<file path="config.mk">
export PLATFORM = sky130hd
export DESIGN_NAME = esc_failure_monitor_flat
export DESIGN_NICKNAME = d
export VERILOG_FILES = /design/src/rtl/efm_pkg.sv /design/src/rtl/efm_ifs.sv /design/src/rtl/esc_failure_monitor.sv /design/src/flat_wrapper.sv
export SDC_FILE = /design/constraint.sdc
export NUM_CORES = 1
export LEC_CHECK = 0
export ABC_AREA = 1
export BUFFER_PORTS_ARGS = -buffer_cell sky130_fd_sc_hd__buf_2
export CORE_ASPECT_RATIO = 0.5
export CORE_MARGIN = 4
export CORE_UTILIZATION = 45
export CTS_BUF_LIST = sky130_fd_sc_hd__clkbuf_8
export DETAILED_ROUTE_END_ITERATION = 8
export GPL_TIMING_DRIVEN = 0
export HOLD_SLACK_MARGIN = 0.03
export PLACE_DENSITY = 0.65
export SKIP_LAST_GASP = 1
export SYNTH_ARGS = -nofsm -noshare
export SYNTH_HDL_FRONTEND = slang
export SYNTH_SLANG_ARGS = --single-unit
</file>
<file path="constraint.sdc">
create_clock -name i_clk -period 5.25 [get_ports i_clk]
set_input_delay 1.05 -clock i_clk [delete_from_list [all_inputs] [get_ports i_clk]]
set_output_delay 1.05 -clock i_clk [all_outputs]
set_load 0.005 [all_outputs]
</file>
<file path="src/rtl/efm_pkg.sv">
// Shared constants, codes and widths for the motor controller failure monitor.
package efm_pkg;

    localparam int NUM_MOTORS = 12;
    localparam int SLOT_W     = (NUM_MOTORS > 1) ? $clog2(NUM_MOTORS) : 1;
    localparam int MASK_W     = 12;
    localparam int CFG_IDX_W  = 3;
    localparam int CFG_DATA_W = 32;

    // item kinds
    localparam logic [1:0] KIND_REPORT = 2'd0;
    localparam logic [1:0] KIND_LAST   = 2'd1;
    localparam logic [1:0] KIND_EMPTY  = 2'd2;

    // severity and margin codes
    localparam logic [1:0] SEV_INFO    = 2'd0;
    localparam logic [1:0] SEV_WARN    = 2'd1;
    localparam logic [1:0] SEV_CRIT    = 2'd2;
    localparam logic       MAR_LO      = 1'b0;
    localparam logic       MAR_HI      = 1'b1;

    // configuration register indexes
    localparam logic [CFG_IDX_W-1:0] CFG_TIMEOUT     = 3'd0;
    localparam logic [CFG_IDX_W-1:0] CFG_MARGIN_AGE  = 3'd1;
    localparam logic [CFG_IDX_W-1:0] CFG_CRIT_MASK   = 3'd2;
    localparam logic [CFG_IDX_W-1:0] CFG_WARN_MASK   = 3'd3;
    localparam logic [CFG_IDX_W-1:0] CFG_RISE_DELAY  = 3'd4;
    localparam logic [CFG_IDX_W-1:0] CFG_FIRST_FUNC  = 3'd5;

    // reset values of the configuration registers
    localparam logic [31:0] RST_TIMEOUT_US    = 32'd300000;
    localparam logic [31:0] RST_MARGIN_AGE_US = 32'd150000;
    localparam logic [15:0] RST_CRIT_MASK     = 16'd0;
    localparam logic [15:0] RST_WARN_MASK     = 16'd0;
    localparam logic [31:0] RST_RISE_DELAY_US = 32'd0;
    localparam logic [7:0]  RST_FIRST_FUNC    = 8'd101;

endpackage

</file>
<file path="src/rtl/efm_ifs.sv">
// Channel interfaces: telemetry input, status result and configuration write.
interface efm_in_if;
    logic        valid;
    logic        ready;
    logic [1:0]  kind;
    logic [63:0] time_now_us;
    logic [63:0] report_time_us;
    logic        current_positive;
    logic [15:0] failure_bits;
    logic        online;
    logic [7:0]  func_code;

    modport source (
        output valid, kind, time_now_us, report_time_us, current_positive,
               failure_bits, online, func_code,
        input  ready
    );
    modport sink (
        input  valid, kind, time_now_us, report_time_us, current_positive,
               failure_bits, online, func_code,
        output ready
    );
endinterface

interface efm_res_if;
    logic        valid;
    logic        ready;
    logic        healthy;
    logic [1:0]  severity;
    logic        margin;
    logic [3:0]  failed_count;
    logic [11:0] timed_out_mask;
    logic [11:0] fault_mask;

    modport source (
        output valid, healthy, severity, margin, failed_count, timed_out_mask, fault_mask,
        input  ready
    );
    modport sink (
        input  valid, healthy, severity, margin, failed_count, timed_out_mask, fault_mask,
        output ready
    );
endinterface

interface efm_cfg_if;
    logic                           valid;
    logic                           ready;
    logic [efm_pkg::CFG_IDX_W-1:0]  index;
    logic [efm_pkg::CFG_DATA_W-1:0] data;

    modport source (output valid, index, data, input ready);
    modport sink   (input valid, index, data, output ready);
endinterface

</file>
<file path="src/rtl/esc_failure_monitor.sv">
// Motor controller failure monitor: per-report classification, batch aggregation, hysteresis.
//
//  channel    | dir | handshake     | payload
//  i_in_ch    | in  | valid/ready   | kind, times, current flag, failure word, online, function
//  o_res_ch   | out | valid/ready   | healthy, severity, margin, failed count, two masks
//  i_cfg_ch   | in  | valid/ready   | register index, write data (ready always high)
//
// From input beat to result: input register, then classify/aggregate/filter into the
// result register. One beat per cycle sustained unless a batch-end beat waits on the
// output; batch aggregates and hysteresis state update as a beat leaves the input register.
// Synchronous active-low reset clears aggregates, seen bits and hysteresis; config takes defaults.
// A batch-end beat waits in the input register while an untaken result blocks the output;
// other beats never wait on the output side.
module esc_failure_monitor (
    input  logic        i_clk,
    input  logic        i_rst_n,
    efm_in_if.sink      i_in_ch,
    efm_res_if.source   o_res_ch,
    efm_cfg_if.sink     i_cfg_ch
);

    // configuration
    logic [31:0] r_cfg_timeout;
    logic [31:0] r_cfg_margin_age;
    logic [15:0] r_cfg_crit_mask;
    logic [15:0] r_cfg_warn_mask;
    logic [31:0] r_cfg_rise_delay;
    logic [7:0]  r_cfg_first_func;

    // input register
    logic        r_s1_valid;
    logic [1:0]  r_s1_kind;
    logic [63:0] r_s1_now;
    logic [63:0] r_s1_rtime;
    logic        r_s1_cur_pos;
    logic [15:0] r_s1_fails;
    logic        r_s1_online;
    logic [7:0]  r_s1_func;

    // state
    logic [efm_pkg::NUM_MOTORS-1:0] r_seen;
    logic        r_filt;
    logic        r_req;
    logic [63:0] r_change_time;
    logic [1:0]  r_worst_sev;
    logic        r_worst_mar;
    logic [3:0]  r_fail_cnt;
    logic [efm_pkg::MASK_W-1:0] r_tmo_bits;
    logic [efm_pkg::MASK_W-1:0] r_fault_bits;

    // result register
    logic        r_out_valid;
    logic        r_out_healthy;
    logic [1:0]  r_out_sev;
    logic        r_out_mar;
    logic [3:0]  r_out_cnt;
    logic [efm_pkg::MASK_W-1:0] r_out_tmo;
    logic [efm_pkg::MASK_W-1:0] r_out_fault;

    logic        out_free;
    logic        s1_is_end;
    logic        s1_is_report;
    logic        s1_adv;
    logic        fin;

    logic [7:0]  slot_raw;
    logic        slot_ok;
    logic [efm_pkg::SLOT_W-1:0] slot;
    logic        take;
    logic        heard;
    logic        seen_now;
    logic [63:0] age;
    logic        tmo;
    logic        mlow;
    logic        fail_any;
    logic        failed;
    logic [1:0]  rep_sev;
    logic        rep_mar;
    logic [efm_pkg::MASK_W-1:0]     slot_hot;
    logic [efm_pkg::NUM_MOTORS-1:0] seen_hot;

    logic [1:0]  ag_sev;
    logic        ag_mar;
    logic [3:0]  ag_cnt;
    logic [efm_pkg::MASK_W-1:0] ag_tmo;
    logic [efm_pkg::MASK_W-1:0] ag_fault;

    logic [1:0]  fin_sev;
    logic        fin_mar;
    logic        any_fail;
    logic        restart;
    logic        rise_met;
    logic        n_req;
    logic        n_filt;
    logic [63:0] n_change_time;
    logic [63:0] elapsed;

    // ---------------- handshakes ----------------
    assign out_free     = !r_out_valid || o_res_ch.ready;
    assign s1_is_end    = (r_s1_kind == efm_pkg::KIND_LAST) || (r_s1_kind == efm_pkg::KIND_EMPTY);
    assign s1_is_report = (r_s1_kind == efm_pkg::KIND_REPORT) || (r_s1_kind == efm_pkg::KIND_LAST);
    assign s1_adv       = r_s1_valid && (!s1_is_end || out_free);
    assign fin          = s1_adv && s1_is_end;
    assign i_in_ch.ready  = !r_s1_valid || s1_adv;
    assign i_cfg_ch.ready = 1'b1;

    // ---------------- report classification ----------------
    assign slot_raw = r_s1_func - r_cfg_first_func;
    assign slot_ok  = (r_s1_func >= r_cfg_first_func) && (slot_raw < 8'(efm_pkg::NUM_MOTORS));
    assign slot     = slot_raw[efm_pkg::SLOT_W-1:0];
    assign take     = s1_is_report && slot_ok;

    assign heard    = r_s1_cur_pos || (r_s1_rtime != 64'd0);
    assign seen_now = r_seen[slot] || heard;
    assign age      = r_s1_now - r_s1_rtime;
    assign tmo      = seen_now && (age > {32'd0, r_cfg_timeout});
    assign mlow     = seen_now && (age > {32'd0, r_cfg_margin_age});
    assign fail_any = (r_s1_fails != 16'd0);
    assign failed   = tmo || fail_any || !r_s1_online;

    always_comb begin
        rep_sev = efm_pkg::SEV_INFO;
        rep_mar = efm_pkg::MAR_HI;
        if (tmo) begin
            rep_sev = efm_pkg::SEV_CRIT;
            rep_mar = efm_pkg::MAR_LO;
        end else if (mlow) begin
            rep_mar = efm_pkg::MAR_LO;
        end
        if (fail_any) begin
            if ((r_s1_fails & r_cfg_crit_mask) != 16'd0) begin
                rep_sev = efm_pkg::SEV_CRIT;
                rep_mar = efm_pkg::MAR_LO;
            end else if ((r_s1_fails & r_cfg_warn_mask) != 16'd0) begin
                if (rep_sev < efm_pkg::SEV_WARN) rep_sev = efm_pkg::SEV_WARN;
                rep_mar = efm_pkg::MAR_LO;
            end
        end
        if (!r_s1_online) begin
            if (rep_sev < efm_pkg::SEV_WARN) rep_sev = efm_pkg::SEV_WARN;
            rep_mar = efm_pkg::MAR_LO;
        end
    end

    always_comb begin
        for (int i = 0; i < efm_pkg::MASK_W; i++) begin
            slot_hot[i] = take && (32'(slot) == 32'(i));
        end
        for (int j = 0; j < efm_pkg::NUM_MOTORS; j++) begin
            seen_hot[j] = take && heard && (32'(slot) == 32'(j));
        end
    end

    // ---------------- batch aggregates after this report ----------------
    assign ag_cnt   = (take && failed && (r_fail_cnt != 4'hF)) ? r_fail_cnt + 4'd1 : r_fail_cnt;
    assign ag_tmo   = tmo      ? (r_tmo_bits | slot_hot)   : r_tmo_bits;
    assign ag_fault = fail_any ? (r_fault_bits | slot_hot) : r_fault_bits;

    always_comb begin
        ag_sev = r_worst_sev;
        ag_mar = r_worst_mar;
        if (take) begin
            if (rep_sev > r_worst_sev) begin
                ag_sev = rep_sev;
                ag_mar = rep_mar;
            end else if ((rep_sev == r_worst_sev) && (rep_mar < r_worst_mar)) begin
                ag_mar = rep_mar;
            end
        end
    end

    // ---------------- batch end: escalation and hysteresis ----------------
    assign any_fail = (ag_cnt != 4'd0);

    always_comb begin
        fin_sev = ag_sev;
        fin_mar = ag_mar;
        if ((ag_cnt > 4'd1) && (ag_sev < efm_pkg::SEV_CRIT)) begin
            fin_sev = efm_pkg::SEV_CRIT;
            fin_mar = efm_pkg::MAR_LO;
        end
    end

    assign restart = (any_fail != r_filt) && (any_fail != r_req);

    always_comb begin
        n_req         = r_req;
        n_change_time = r_change_time;
        if (any_fail != r_filt) begin
            if (restart) begin
                n_req         = any_fail;
                n_change_time = r_s1_now;
            end
        end else begin
            n_req = r_filt;
        end
    end

    // a fresh change starts at zero elapsed, so only the stored time needs subtracting
    assign elapsed  = r_s1_now - r_change_time;
    assign rise_met = restart ? (r_cfg_rise_delay == 32'd0)
                              : (elapsed >= {32'd0, r_cfg_rise_delay});

    always_comb begin
        n_filt = r_filt;
        if (n_req != r_filt) begin
            if (r_filt) begin
                n_filt = 1'b0;      // falls at once
            end else if (rise_met) begin
                n_filt = 1'b1;
            end
        end
    end

    // ---------------- registers ----------------
    always_ff @(posedge i_clk) begin
        if (!i_rst_n) begin
            r_cfg_timeout    <= efm_pkg::RST_TIMEOUT_US;
            r_cfg_margin_age <= efm_pkg::RST_MARGIN_AGE_US;
            r_cfg_crit_mask  <= efm_pkg::RST_CRIT_MASK;
            r_cfg_warn_mask  <= efm_pkg::RST_WARN_MASK;
            r_cfg_rise_delay <= efm_pkg::RST_RISE_DELAY_US;
            r_cfg_first_func <= efm_pkg::RST_FIRST_FUNC;
        end else if (i_cfg_ch.valid) begin
            case (i_cfg_ch.index)
                efm_pkg::CFG_TIMEOUT:    r_cfg_timeout    <= i_cfg_ch.data;
                efm_pkg::CFG_MARGIN_AGE: r_cfg_margin_age <= i_cfg_ch.data;
                efm_pkg::CFG_CRIT_MASK:  r_cfg_crit_mask  <= i_cfg_ch.data[15:0];
                efm_pkg::CFG_WARN_MASK:  r_cfg_warn_mask  <= i_cfg_ch.data[15:0];
                efm_pkg::CFG_RISE_DELAY: r_cfg_rise_delay <= i_cfg_ch.data;
                efm_pkg::CFG_FIRST_FUNC: r_cfg_first_func <= i_cfg_ch.data[7:0];
                default: ;
            endcase
        end
    end

    always_ff @(posedge i_clk) begin
        if (!i_rst_n) begin
            r_s1_valid <= 1'b0;
        end else if (i_in_ch.ready) begin
            r_s1_valid <= i_in_ch.valid;
        end
    end

    always_ff @(posedge i_clk) begin
        if (i_in_ch.valid && i_in_ch.ready) begin
            r_s1_kind    <= i_in_ch.kind;
            r_s1_now     <= i_in_ch.time_now_us;
            r_s1_rtime   <= i_in_ch.report_time_us;
            r_s1_cur_pos <= i_in_ch.current_positive;
            r_s1_fails   <= i_in_ch.failure_bits;
            r_s1_online  <= i_in_ch.online;
            r_s1_func    <= i_in_ch.func_code;
        end
    end

    always_ff @(posedge i_clk) begin
        if (!i_rst_n) begin
            r_seen        <= '0;
            r_filt        <= 1'b0;
            r_req         <= 1'b0;
            r_change_time <= 64'd0;
            r_worst_sev   <= efm_pkg::SEV_INFO;
            r_worst_mar   <= efm_pkg::MAR_HI;
            r_fail_cnt    <= 4'd0;
            r_tmo_bits    <= '0;
            r_fault_bits  <= '0;
        end else if (s1_adv) begin
            r_seen <= r_seen | seen_hot;
            if (s1_is_end) begin
                r_filt        <= n_filt;
                r_req         <= n_req;
                r_change_time <= n_change_time;
                r_worst_sev   <= efm_pkg::SEV_INFO;
                r_worst_mar   <= efm_pkg::MAR_HI;
                r_fail_cnt    <= 4'd0;
                r_tmo_bits    <= '0;
                r_fault_bits  <= '0;
            end else begin
                r_worst_sev   <= ag_sev;
                r_worst_mar   <= ag_mar;
                r_fail_cnt    <= ag_cnt;
                r_tmo_bits    <= ag_tmo;
                r_fault_bits  <= ag_fault;
            end
        end
    end

    always_ff @(posedge i_clk) begin
        if (!i_rst_n) begin
            r_out_valid <= 1'b0;
        end else if (fin) begin
            r_out_valid <= 1'b1;
        end else if (o_res_ch.ready) begin
            r_out_valid <= 1'b0;
        end
    end

    always_ff @(posedge i_clk) begin
        if (fin) begin
            r_out_healthy <= !n_filt;
            r_out_sev     <= n_filt ? fin_sev : efm_pkg::SEV_INFO;
            r_out_mar     <= n_filt ? fin_mar : efm_pkg::MAR_HI;
            r_out_cnt     <= ag_cnt;
            r_out_tmo     <= ag_tmo;
            r_out_fault   <= ag_fault;
        end
    end

    assign o_res_ch.valid          = r_out_valid;
    assign o_res_ch.healthy        = r_out_healthy;
    assign o_res_ch.severity       = r_out_sev;
    assign o_res_ch.margin         = r_out_mar;
    assign o_res_ch.failed_count   = r_out_cnt;
    assign o_res_ch.timed_out_mask = r_out_tmo;
    assign o_res_ch.fault_mask     = r_out_fault;

    // ---------------- assertions ----------------
    // no failed report in the batch means the filter has dropped
    a_zero_fail_healthy: assert property (@(posedge i_clk) disable iff (!i_rst_n)
        (r_out_valid && (r_out_cnt == 4'd0)) |-> r_out_healthy)
        else $error("result with no failures reported unhealthy");

    // a healthy result carries neutral severity and margin
    a_healthy_neutral: assert property (@(posedge i_clk) disable iff (!i_rst_n)
        (r_out_valid && r_out_healthy) |->
        ((r_out_sev == efm_pkg::SEV_INFO) && (r_out_mar == efm_pkg::MAR_HI)))
        else $error("healthy result with non-neutral severity or margin");

    // aggregates start empty after every batch end
    a_batch_cleared: assert property (@(posedge i_clk) disable iff (!i_rst_n)
        fin |=> ((r_fail_cnt == 4'd0) && (r_tmo_bits == '0) && (r_fault_bits == '0)
                 && (r_worst_sev == efm_pkg::SEV_INFO)))
        else $error("batch aggregates not cleared after batch end");

    // a beat held in the input register is not overwritten
    a_s1_hold: assert property (@(posedge i_clk) disable iff (!i_rst_n)
        (r_s1_valid && !s1_adv) |=> (r_s1_valid && $stable(r_s1_kind) && $stable(r_s1_now)))
        else $error("stalled input beat lost");

    // the filter only reports failure once some report has failed
    a_filt_needs_fail: assert property (@(posedge i_clk) disable iff (!i_rst_n)
        (fin && n_filt) |-> any_fail)
        else $error("filtered failure without any failed report");

endmodule
</file>
<file path="src/flat_wrapper.sv">
// flat-port wrapper written by rule: the top's interface ports become plain ports
module esc_failure_monitor_flat 
  (i_clk, i_rst_n, i_in_ch_valid, i_in_ch_kind, i_in_ch_time_now_us, i_in_ch_report_time_us, i_in_ch_current_positive, i_in_ch_failure_bits, i_in_ch_online, i_in_ch_func_code, i_in_ch_ready, o_res_ch_valid, o_res_ch_healthy, o_res_ch_severity, o_res_ch_margin, o_res_ch_failed_count, o_res_ch_timed_out_mask, o_res_ch_fault_mask, o_res_ch_ready, i_cfg_ch_valid, i_cfg_ch_index, i_cfg_ch_data, i_cfg_ch_ready);
  efm_in_if i_in_ch_i ();
  efm_res_if o_res_ch_i ();
  efm_cfg_if i_cfg_ch_i ();
  input  logic i_clk;
  input  logic i_rst_n;
  input wire logic [$bits(i_in_ch_i.valid)-1:0] i_in_ch_valid;
  input wire logic [$bits(i_in_ch_i.kind)-1:0] i_in_ch_kind;
  input wire logic [$bits(i_in_ch_i.time_now_us)-1:0] i_in_ch_time_now_us;
  input wire logic [$bits(i_in_ch_i.report_time_us)-1:0] i_in_ch_report_time_us;
  input wire logic [$bits(i_in_ch_i.current_positive)-1:0] i_in_ch_current_positive;
  input wire logic [$bits(i_in_ch_i.failure_bits)-1:0] i_in_ch_failure_bits;
  input wire logic [$bits(i_in_ch_i.online)-1:0] i_in_ch_online;
  input wire logic [$bits(i_in_ch_i.func_code)-1:0] i_in_ch_func_code;
  output wire logic [$bits(i_in_ch_i.ready)-1:0] i_in_ch_ready;
  output wire logic [$bits(o_res_ch_i.valid)-1:0] o_res_ch_valid;
  output wire logic [$bits(o_res_ch_i.healthy)-1:0] o_res_ch_healthy;
  output wire logic [$bits(o_res_ch_i.severity)-1:0] o_res_ch_severity;
  output wire logic [$bits(o_res_ch_i.margin)-1:0] o_res_ch_margin;
  output wire logic [$bits(o_res_ch_i.failed_count)-1:0] o_res_ch_failed_count;
  output wire logic [$bits(o_res_ch_i.timed_out_mask)-1:0] o_res_ch_timed_out_mask;
  output wire logic [$bits(o_res_ch_i.fault_mask)-1:0] o_res_ch_fault_mask;
  input wire logic [$bits(o_res_ch_i.ready)-1:0] o_res_ch_ready;
  input wire logic [$bits(i_cfg_ch_i.valid)-1:0] i_cfg_ch_valid;
  input wire logic [$bits(i_cfg_ch_i.index)-1:0] i_cfg_ch_index;
  input wire logic [$bits(i_cfg_ch_i.data)-1:0] i_cfg_ch_data;
  output wire logic [$bits(i_cfg_ch_i.ready)-1:0] i_cfg_ch_ready;
  assign i_in_ch_i.valid = i_in_ch_valid;
  assign i_in_ch_i.kind = i_in_ch_kind;
  assign i_in_ch_i.time_now_us = i_in_ch_time_now_us;
  assign i_in_ch_i.report_time_us = i_in_ch_report_time_us;
  assign i_in_ch_i.current_positive = i_in_ch_current_positive;
  assign i_in_ch_i.failure_bits = i_in_ch_failure_bits;
  assign i_in_ch_i.online = i_in_ch_online;
  assign i_in_ch_i.func_code = i_in_ch_func_code;
  assign i_in_ch_ready = i_in_ch_i.ready;
  assign o_res_ch_valid = o_res_ch_i.valid;
  assign o_res_ch_healthy = o_res_ch_i.healthy;
  assign o_res_ch_severity = o_res_ch_i.severity;
  assign o_res_ch_margin = o_res_ch_i.margin;
  assign o_res_ch_failed_count = o_res_ch_i.failed_count;
  assign o_res_ch_timed_out_mask = o_res_ch_i.timed_out_mask;
  assign o_res_ch_fault_mask = o_res_ch_i.fault_mask;
  assign o_res_ch_i.ready = o_res_ch_ready;
  assign i_cfg_ch_i.valid = i_cfg_ch_valid;
  assign i_cfg_ch_i.index = i_cfg_ch_index;
  assign i_cfg_ch_i.data = i_cfg_ch_data;
  assign i_cfg_ch_ready = i_cfg_ch_i.ready;
  esc_failure_monitor u_core (.i_clk(i_clk), .i_rst_n(i_rst_n), .i_in_ch(i_in_ch_i), .o_res_ch(o_res_ch_i), .i_cfg_ch(i_cfg_ch_i));
endmodule
</file>
==> flow_summary.yaml, run 1 <==
timing:
  fin_tns_setup_ps: -725
  postLayoutSetupSlackWorst_ps: -87.1
  max_freq_mhz: 187
  period_minus_slack_ps: 5340
  worst_pin_slew_ps: 1070
  rsz0062_at_grt: "yes"
  finClkSkew_ps: 38.8
  relSlewSlack: 0.287
  maxSlewViolCount: 0
  fin_crit_sh: 1.02
  hold_violations: 0
  setup_violations: 28
setup_path:
  worstPathArrival_ps: 5950
  crit_type: "flop to flop"
  crit_path_max_incr_delay_ps: 570
  cp_max_fo: 6
  crit_path_frequent_cell: "nand2_4"
  startpoint_type: "flop"
  r2r_cells: 38
  slowest_stage: "edfxtp_1"
  r2r_start: "u_core.r_s1_now[5]"
  timing.rr.end: "u_core.r_change_time[6]"
  cp.required_ps: 5860
  rrSetupSlack_ps: -90
  end_kind: "flop"
routing:
  drc: 0
  initialDrtViolationCount: 2668
  vias_per_cell: 5.18
  firstDrtPassIters: 5
  vias: 28100
  wl_per_cell_um: 18.6
  routed_wl_um: 101000
  ant_nets: 0
job:
  maxCapViolations: 0
synthesis:
  yosys.cell_count.top_type: "nand2_1"
  synth_edf_count: 188
  synth_area_mm2: 0.0289
  ys_seq_area_frac: 0.367
  synth_top_family_by_area: "simple AND/OR/NAND/NOR gates"
  synthArstFlopShare: 0
  synth_fp_nets: 4573
  synth_common_cells: "974 x nand2_1, 789 x inv_1, 521 x nor2_1, 317 x a21oi_1, 247 x dfxtp_1"
  synth_xor_area_frac: 0.0270
  synth_seq_cells: 435
  yosysTopAreaCell: "edfxtp_1"
  avgSynthCellArea_um2: 6.98
  yosysTopAreaCellShare: 0.196
  yosysWarnings: 0
  synthSimpleGateAreaFrac: 0.254
  ys.flop_type: "dfxtp_1"
  synthMuxAreaShare: 0
  synth_cell_type_count: 52
  synth_compound_area_frac: 0.132
  netlist_instances: 4138
  synth.area.top_cells: "edfxtp_1 20%, dfxtp_1 17%, nand2_1 13%, inv_1 10%, ha_1 10%"
  synth_fa_ha_area_frac: 0.104
placed_design:
  port_buffers: 229
  pre_cts_ws_ps: -1180
  gp_congestion: 1.00
  dp_hpwl_um: 80100
  place_inst: 5205
floorplan:
  boundaryPins: 231
  num_rows: 65
  coreArea_mm2: 0.0633
  die_area_mm2: 0.0685
  die_y_um: 187
  initial_core_util: 0.456
  die_x_um: 366
clocking:
  clockBufferDepth: 3
  numCtsBuffers: 69
  clockRootBuffer: "clkbuf_8"
  htree_levels: 3
  ctsHoldBuffers: 0
  clk_latency_ps: 740
  cts_sinks: 435
  clk_pin_slew_worst_paths_ps: 60
  cts_tree: "built"
global_routing:
  top_usage_layer: "met2"
  grt_max_degree: 85
  grt_overflow: 0
  track_usage: 0.281
  antenna_found_initial: 4
  met3_usage: 0.0637
  met2_usage: 0.430
  grt_pass1_wl_um: 149000
  gr-usage-met1: 0.390
  grt_pass1_vias: 26100
final_layout:
  num-nets-final: 4972
  area_growth_pct: 23.0
  drive_gt1_frac: 0.168
  fin_cells: 5434
  fin_util: 0.561
  fillers: 6054
min_path:
  hp-class: "flop to flop"
  min_path_cells: 2
  hold_start: "u_core.r_tmo_bits[2]"
  holdPathEnd: "u_core.r_tmo_bits[2]"
power:
  ir_drop_v: 0.000199
  p_per_area_mw_per_mm2: 258
  power.leakage_nw: 16.1
  finalPower_w: 0.00916
outcome:
  violations: "negative setup slack"
  outcome: "complete, but fails checks"
layout make-up:
type | count | area [um2] | area share
plain buffers | 70 | 385 | 0.0109
well taps | 837 | 1050 | 0.0295
repair buffers | 328 | 2010 | 0.0566
multi-input cells | 2838 | 17100 | 0.480
diodes | 4 | 10.0 | 0.000282
clock inverters | 50 | 344 | 0.00969
clock buffers | 77 | 1060 | 0.0298
inverters | 795 | 3000 | 0.0845
flip-flops and latches | 435 | 10600 | 0.298
cell usage in the layout, fill, tap and decap left out, types with 33 or more instances in the layout:
| cell | n |
|---|---|
| o21ai_0 | 214 |
| nor3_1 | 51 |
| nand3_1 | 117 |
| nand2_4 | 33 |
| o21ai_1 | 55 |
| inv_1 | 801 |
| nor2_1 | 477 |
| xor2_1 | 46 |
| edfxtp_1 | 188 |
| buf_2 | 229 |
| a21oi_1 | 286 |
| nand2_1 | 893 |
| ha_4 | 45 |
| nor2_2 | 33 |
| ha_1 | 182 |
| nand4_1 | 50 |
| buf_4 | 92 |
| clkbuf_1 | 55 |
| nand2_2 | 60 |
| dfxtp_1 | 247 |
| clkbuf_8 | 77 |
power breakdown:
part	internal, W	switching (W)
Sequential	0.00366	0.0000944
Combinational	0.000867	0.00151
Clock	0.00152	0.00152
Total	0.00605	0.00312
layer usage:
layer	share of wire	up-vias	routed length [um]
met2	0.42	1017	42800
li1	-	14100	-
met1	0.45	12800	45100
met5	0.00027	-	27
met3	0.087	202	8750
met4	0.041	4	4130
worst max-delay path, delay by kind of cell, from the launching register on:
family | cells | cell delay [ps]
AND/OR/NAND/NOR | 29 | 2850
flip-flops | 1 | 570
XOR/XNOR | 1 | 250
buffers and inverters | 3 | 470
adder cells (fa/ha/maj) | 2 | 650
AO/OA/AOI/OAI | 3 | 400
metrics by stage:
step	cell area (um2)	hold slack, ps
global placement	31100	431
finish	35500	449
CTS	34000	417
global route	35500	445
detailed placement	31100	441
floorplan	28900	421
worst max path at each step:
stage                     cells after the start                  endpoint            startpoint  slack [ps]
after floorplan                               4       u_core.r_s1_cur_pos        o_res_ch_ready         430
after global placement                       36  u_core.r_change_time[32]  u_core.r_s1_rtime[0]       -1130
after detailed placement                     36  u_core.r_change_time[43]  u_core.r_s1_rtime[0]       -1180
after CTS                                    38   u_core.r_change_time[3]    u_core.r_s1_now[0]        -200
after global routing                         38   u_core.r_change_time[6]   u_core.r_s1_now[12]        -350
final                                        38   u_core.r_change_time[6]    u_core.r_s1_now[5]         -90
cell families (layout without fill, tap and decap cells):
kind of cell               count (synthesis)  count (layout)
xor gates and xnor gates                  89              89
other                                      1               5
AOI/OAI and AO/OA                        707             707
buffers and inverters                    865            1320
adders and majority gates                239             239
and+or+nand+nor                         1802            1802
DFF                                      435             435
flip-flops by register name, summed over array words and instances (netlist names), 2 cells and up:
register	flops
u_core.r_cfg_timeout	32
u_core.r_s1_func	8
u_core.r_cfg_crit_mask	16
u_core.r_cfg_margin_age	32
u_core.r_s1_fails	16
u_core.r_cfg_warn_mask	16
u_core.r_s1_rtime	64
u_core.r_s1_now	64
u_core.r_worst_sev	2
u_core.o_res_ch.severity	2
u_core.r_s1_kind	2
u_core.r_tmo_bits	12
u_core.o_res_ch.timed_out_mask	12
u_core.r_cfg_first_func	8
u_core.r_fail_cnt	4
u_core.o_res_ch.fault_mask	12
u_core.r_seen	12
u_core.r_fault_bits	12
u_core.r_change_time	64
u_core.o_res_ch.failed_count	4
u_core.r_cfg_rise_delay	32
what timing repair did:
action / 4_1_cts / 5_1_grt
pin swaps: 48 / 100
hold endpoints to repair: 0 / 0
gates resized for setup: 191 / 246
gates cloned: 2 / 1
setup endpoints to repair: 105 / 94
setup buffers: 55 / 40
Note: power is estimated with default switching activity, not from simulation.
==> inputs of run 2 (changes only) <==
CELL_PAD_IN_SITES_DETAIL_PLACEMENT = 0   (was unset)
CELL_PAD_IN_SITES_GLOBAL_PLACEMENT = 1   (was unset)
PLACE_DENSITY = 0.84   (was 0.65)
==> run 2 against run 1 <==
- the flow still finishes with violations (negative setup slack)
- wire length grew 5.2%
- register-to-register slack got worse by 90 ps
- non-clock buffer count rose by 39
- critical path depth down 3
- largest power group unchanged
- sequential share of layout area shrank 0.65 points
- die area is the same
- clock skew grew 24 ps
- cell count increased by 0.63%
- combinational power increased by 3%
==> flow_summary.yaml, run 2 (synthesis gave the netlist of run 1 again) <==
outcome:
  outcome: "complete, but fails checks"
  violations: "negative setup slack"
timing:
  fin_crit_sh: 1.03
  maxSlewViolCount: 0
  finClkSkew_ps: 63.0
  setup_violations: 69
  hold_violations: 0
  relSlewSlack: 0.223
  rsz0062_at_grt: "yes"
  postLayoutSetupSlackWorst_ps: -178
  max_freq_mhz: 184
  worst_pin_slew_ps: 1170
  period_minus_slack_ps: 5430
setup_path:
  cp.required_ps: 5860
  worstPathArrival_ps: 6030
  crit_type: "flop to flop"
  rrSetupSlack_ps: -180
  end_kind: "flop"
  slowest_stage: "edfxtp_1"
  cp_max_fo: 5
  crit_path_max_incr_delay_ps: 530
  crit_path_frequent_cell: "nand2_4"
  startpoint_type: "flop"
final_layout:
  final_cell_mix: "883 x nand2_1, 798 x inv_1, 471 x nor2_1, 287 x a21oi_1, 247 x dfxtp_1"
  fin_util: 0.574
  drive_gt1_frac: 0.187
  layout_commonest_cell: "nand2_1"
  num-nets-final: 5012
  top_regs: "u_core.r_change_time (64), u_core.r_s1_now (64), u_core.r_s1_rtime (64)"
  num_antenna_cells: 0
  fillers: 6090
  area_growth_pct: 25.7
  fin_cells: 5468
job:
  maxCapViolations: 0
power:
  clock_power_share: 0.327
  ir_drop_v: 0.000218
  power.leakage_nw: 16.5
  p_switching_w: 0.00313
  switching_share: 0.340
  p_seq_frac: 0.408
  p_int_w: 0.00607
  p_per_area_mw_per_mm2: 253
  pwr-share-comb: 0.265
routing:
  firstDrtPassIters: 5
  ant_nets: 0
  wl_per_cell_um: 19.4
  drc: 0
  vias: 28400
  vias_per_cell: 5.19
  routed_wl_um: 106000
  initialDrtViolationCount: 2398
global_routing:
  grt_overflow: 0
  grt_pass1_wl_um: 155000
  track_usage: 0.295
  grt_pass1_vias: 26200
  grt_max_degree: 90
  antenna_found_initial: 1
clocking:
  clockBufferDepth: 3
  ctsHoldBuffers: 0
  clk_latency_ps: 750
  clockRootBuffer: "clkbuf_8"
  htree_levels: 3
  cts_tree: "built"
  clk_pin_slew_worst_paths_ps: 60
  cts_sinks: 435
  numCtsBuffers: 68
floorplan:
  num_rows: 65
  boundaryPins: 231
  die_y_um: 187
  die_x_um: 366
  coreArea_mm2: 0.0633
  die_area_mm2: 0.0685
  initial_core_util: 0.456
placed_design:
  gp_congestion: 0.963
  place_inst: 5205
  port_buffers: 229
  dp_hpwl_um: 83500
min_path:
  hp-class: "flop to flop"
-- run 2: worst paths after layout --
check                        from                       end  depth (start not counted)
max            u_core.r_s1_now[8]  u_core.r_change_time[25]                         35
min          u_core.r_tmo_bits[2]      u_core.r_tmo_bits[2]                          2
max reg2reg    u_core.r_s1_now[8]  u_core.r_change_time[25]                         35
min reg2reg  u_core.r_tmo_bits[2]      u_core.r_tmo_bits[2]                          2
-- run 2: area by class of cell --
class                   count  area [um2]  share of cell area
multi-input cells        2838       17300               0.477
repair inverters            2        46.3             0.00128
inverters                 795        3020              0.0832
plain buffers              70         425              0.0117
flip-flops and latches    435       10600               0.292
repair buffers            367        2490              0.0686
clock inverters            50         352             0.00968
well taps                 837        1050              0.0288
clock buffers              74        1020              0.0281
-- run 2: per-layer routing --
metal / share of wire / vias to the layer above / wire, um / GRT usage
met5: 0 / - / 0 / 0
met4: 0.024 / 0 / 2580 / 0.0755
met3: 0.072 / 137 / 7600 / 0.0585
met2: 0.44 / 873 / 46200 / 0.458
met1: 0.47 / 13200 / 49800 / 0.421
li1: - / 14200 / - / -
-- run 2: what timing repair did --
action	4_1_cts	5_1_grt
hold endpoints to repair	0	0
buffers inserted	68	57
resized for setup	232	303
setup endpoints to repair	105	93
cloned	7	8
pin swaps	44	92
-- run 2: critical path, delay by kind of cell (launching register included) --
kind                     cells  cell delay, ps
flip-flops                   1             530
adder cells (fa/ha/maj)      2             550
buffers and inverters        3             480
AND/OR/NAND/NOR             28            3190
XOR/XNOR                     1             290
AO/OA/AOI/OAI                1             180
-- run 2: stage by stage --
stage          cell area [um2]  TNS (ps)  total power (W)  hold slack [ps]  setup WS, ps
3_3_place_gp             31100   -252890          0.00574              432         -1290
5_1_grt                  36300    -23750          0.00967              428          -431
3_5_place_dp             31100   -108410          0.00576              441         -1370
4_1_cts                  34400    -12440          0.00898              402          -224
2_1_floorplan            28900         0          0.00506              421           426
6_report                 36300     -7680          0.00920              447          -178
-- run 2: power groups by stage --
stage	registers [W]	logic, W	clock network, W
floorplan	0.00378	0.00128	0
detailed placement	0.00382	0.00194	0
global route	0.00375	0.00268	0.00324
finish	0.00375	0.00244	0.00301
CTS	0.00375	0.00214	0.00309
global placement	0.00383	0.00191	0
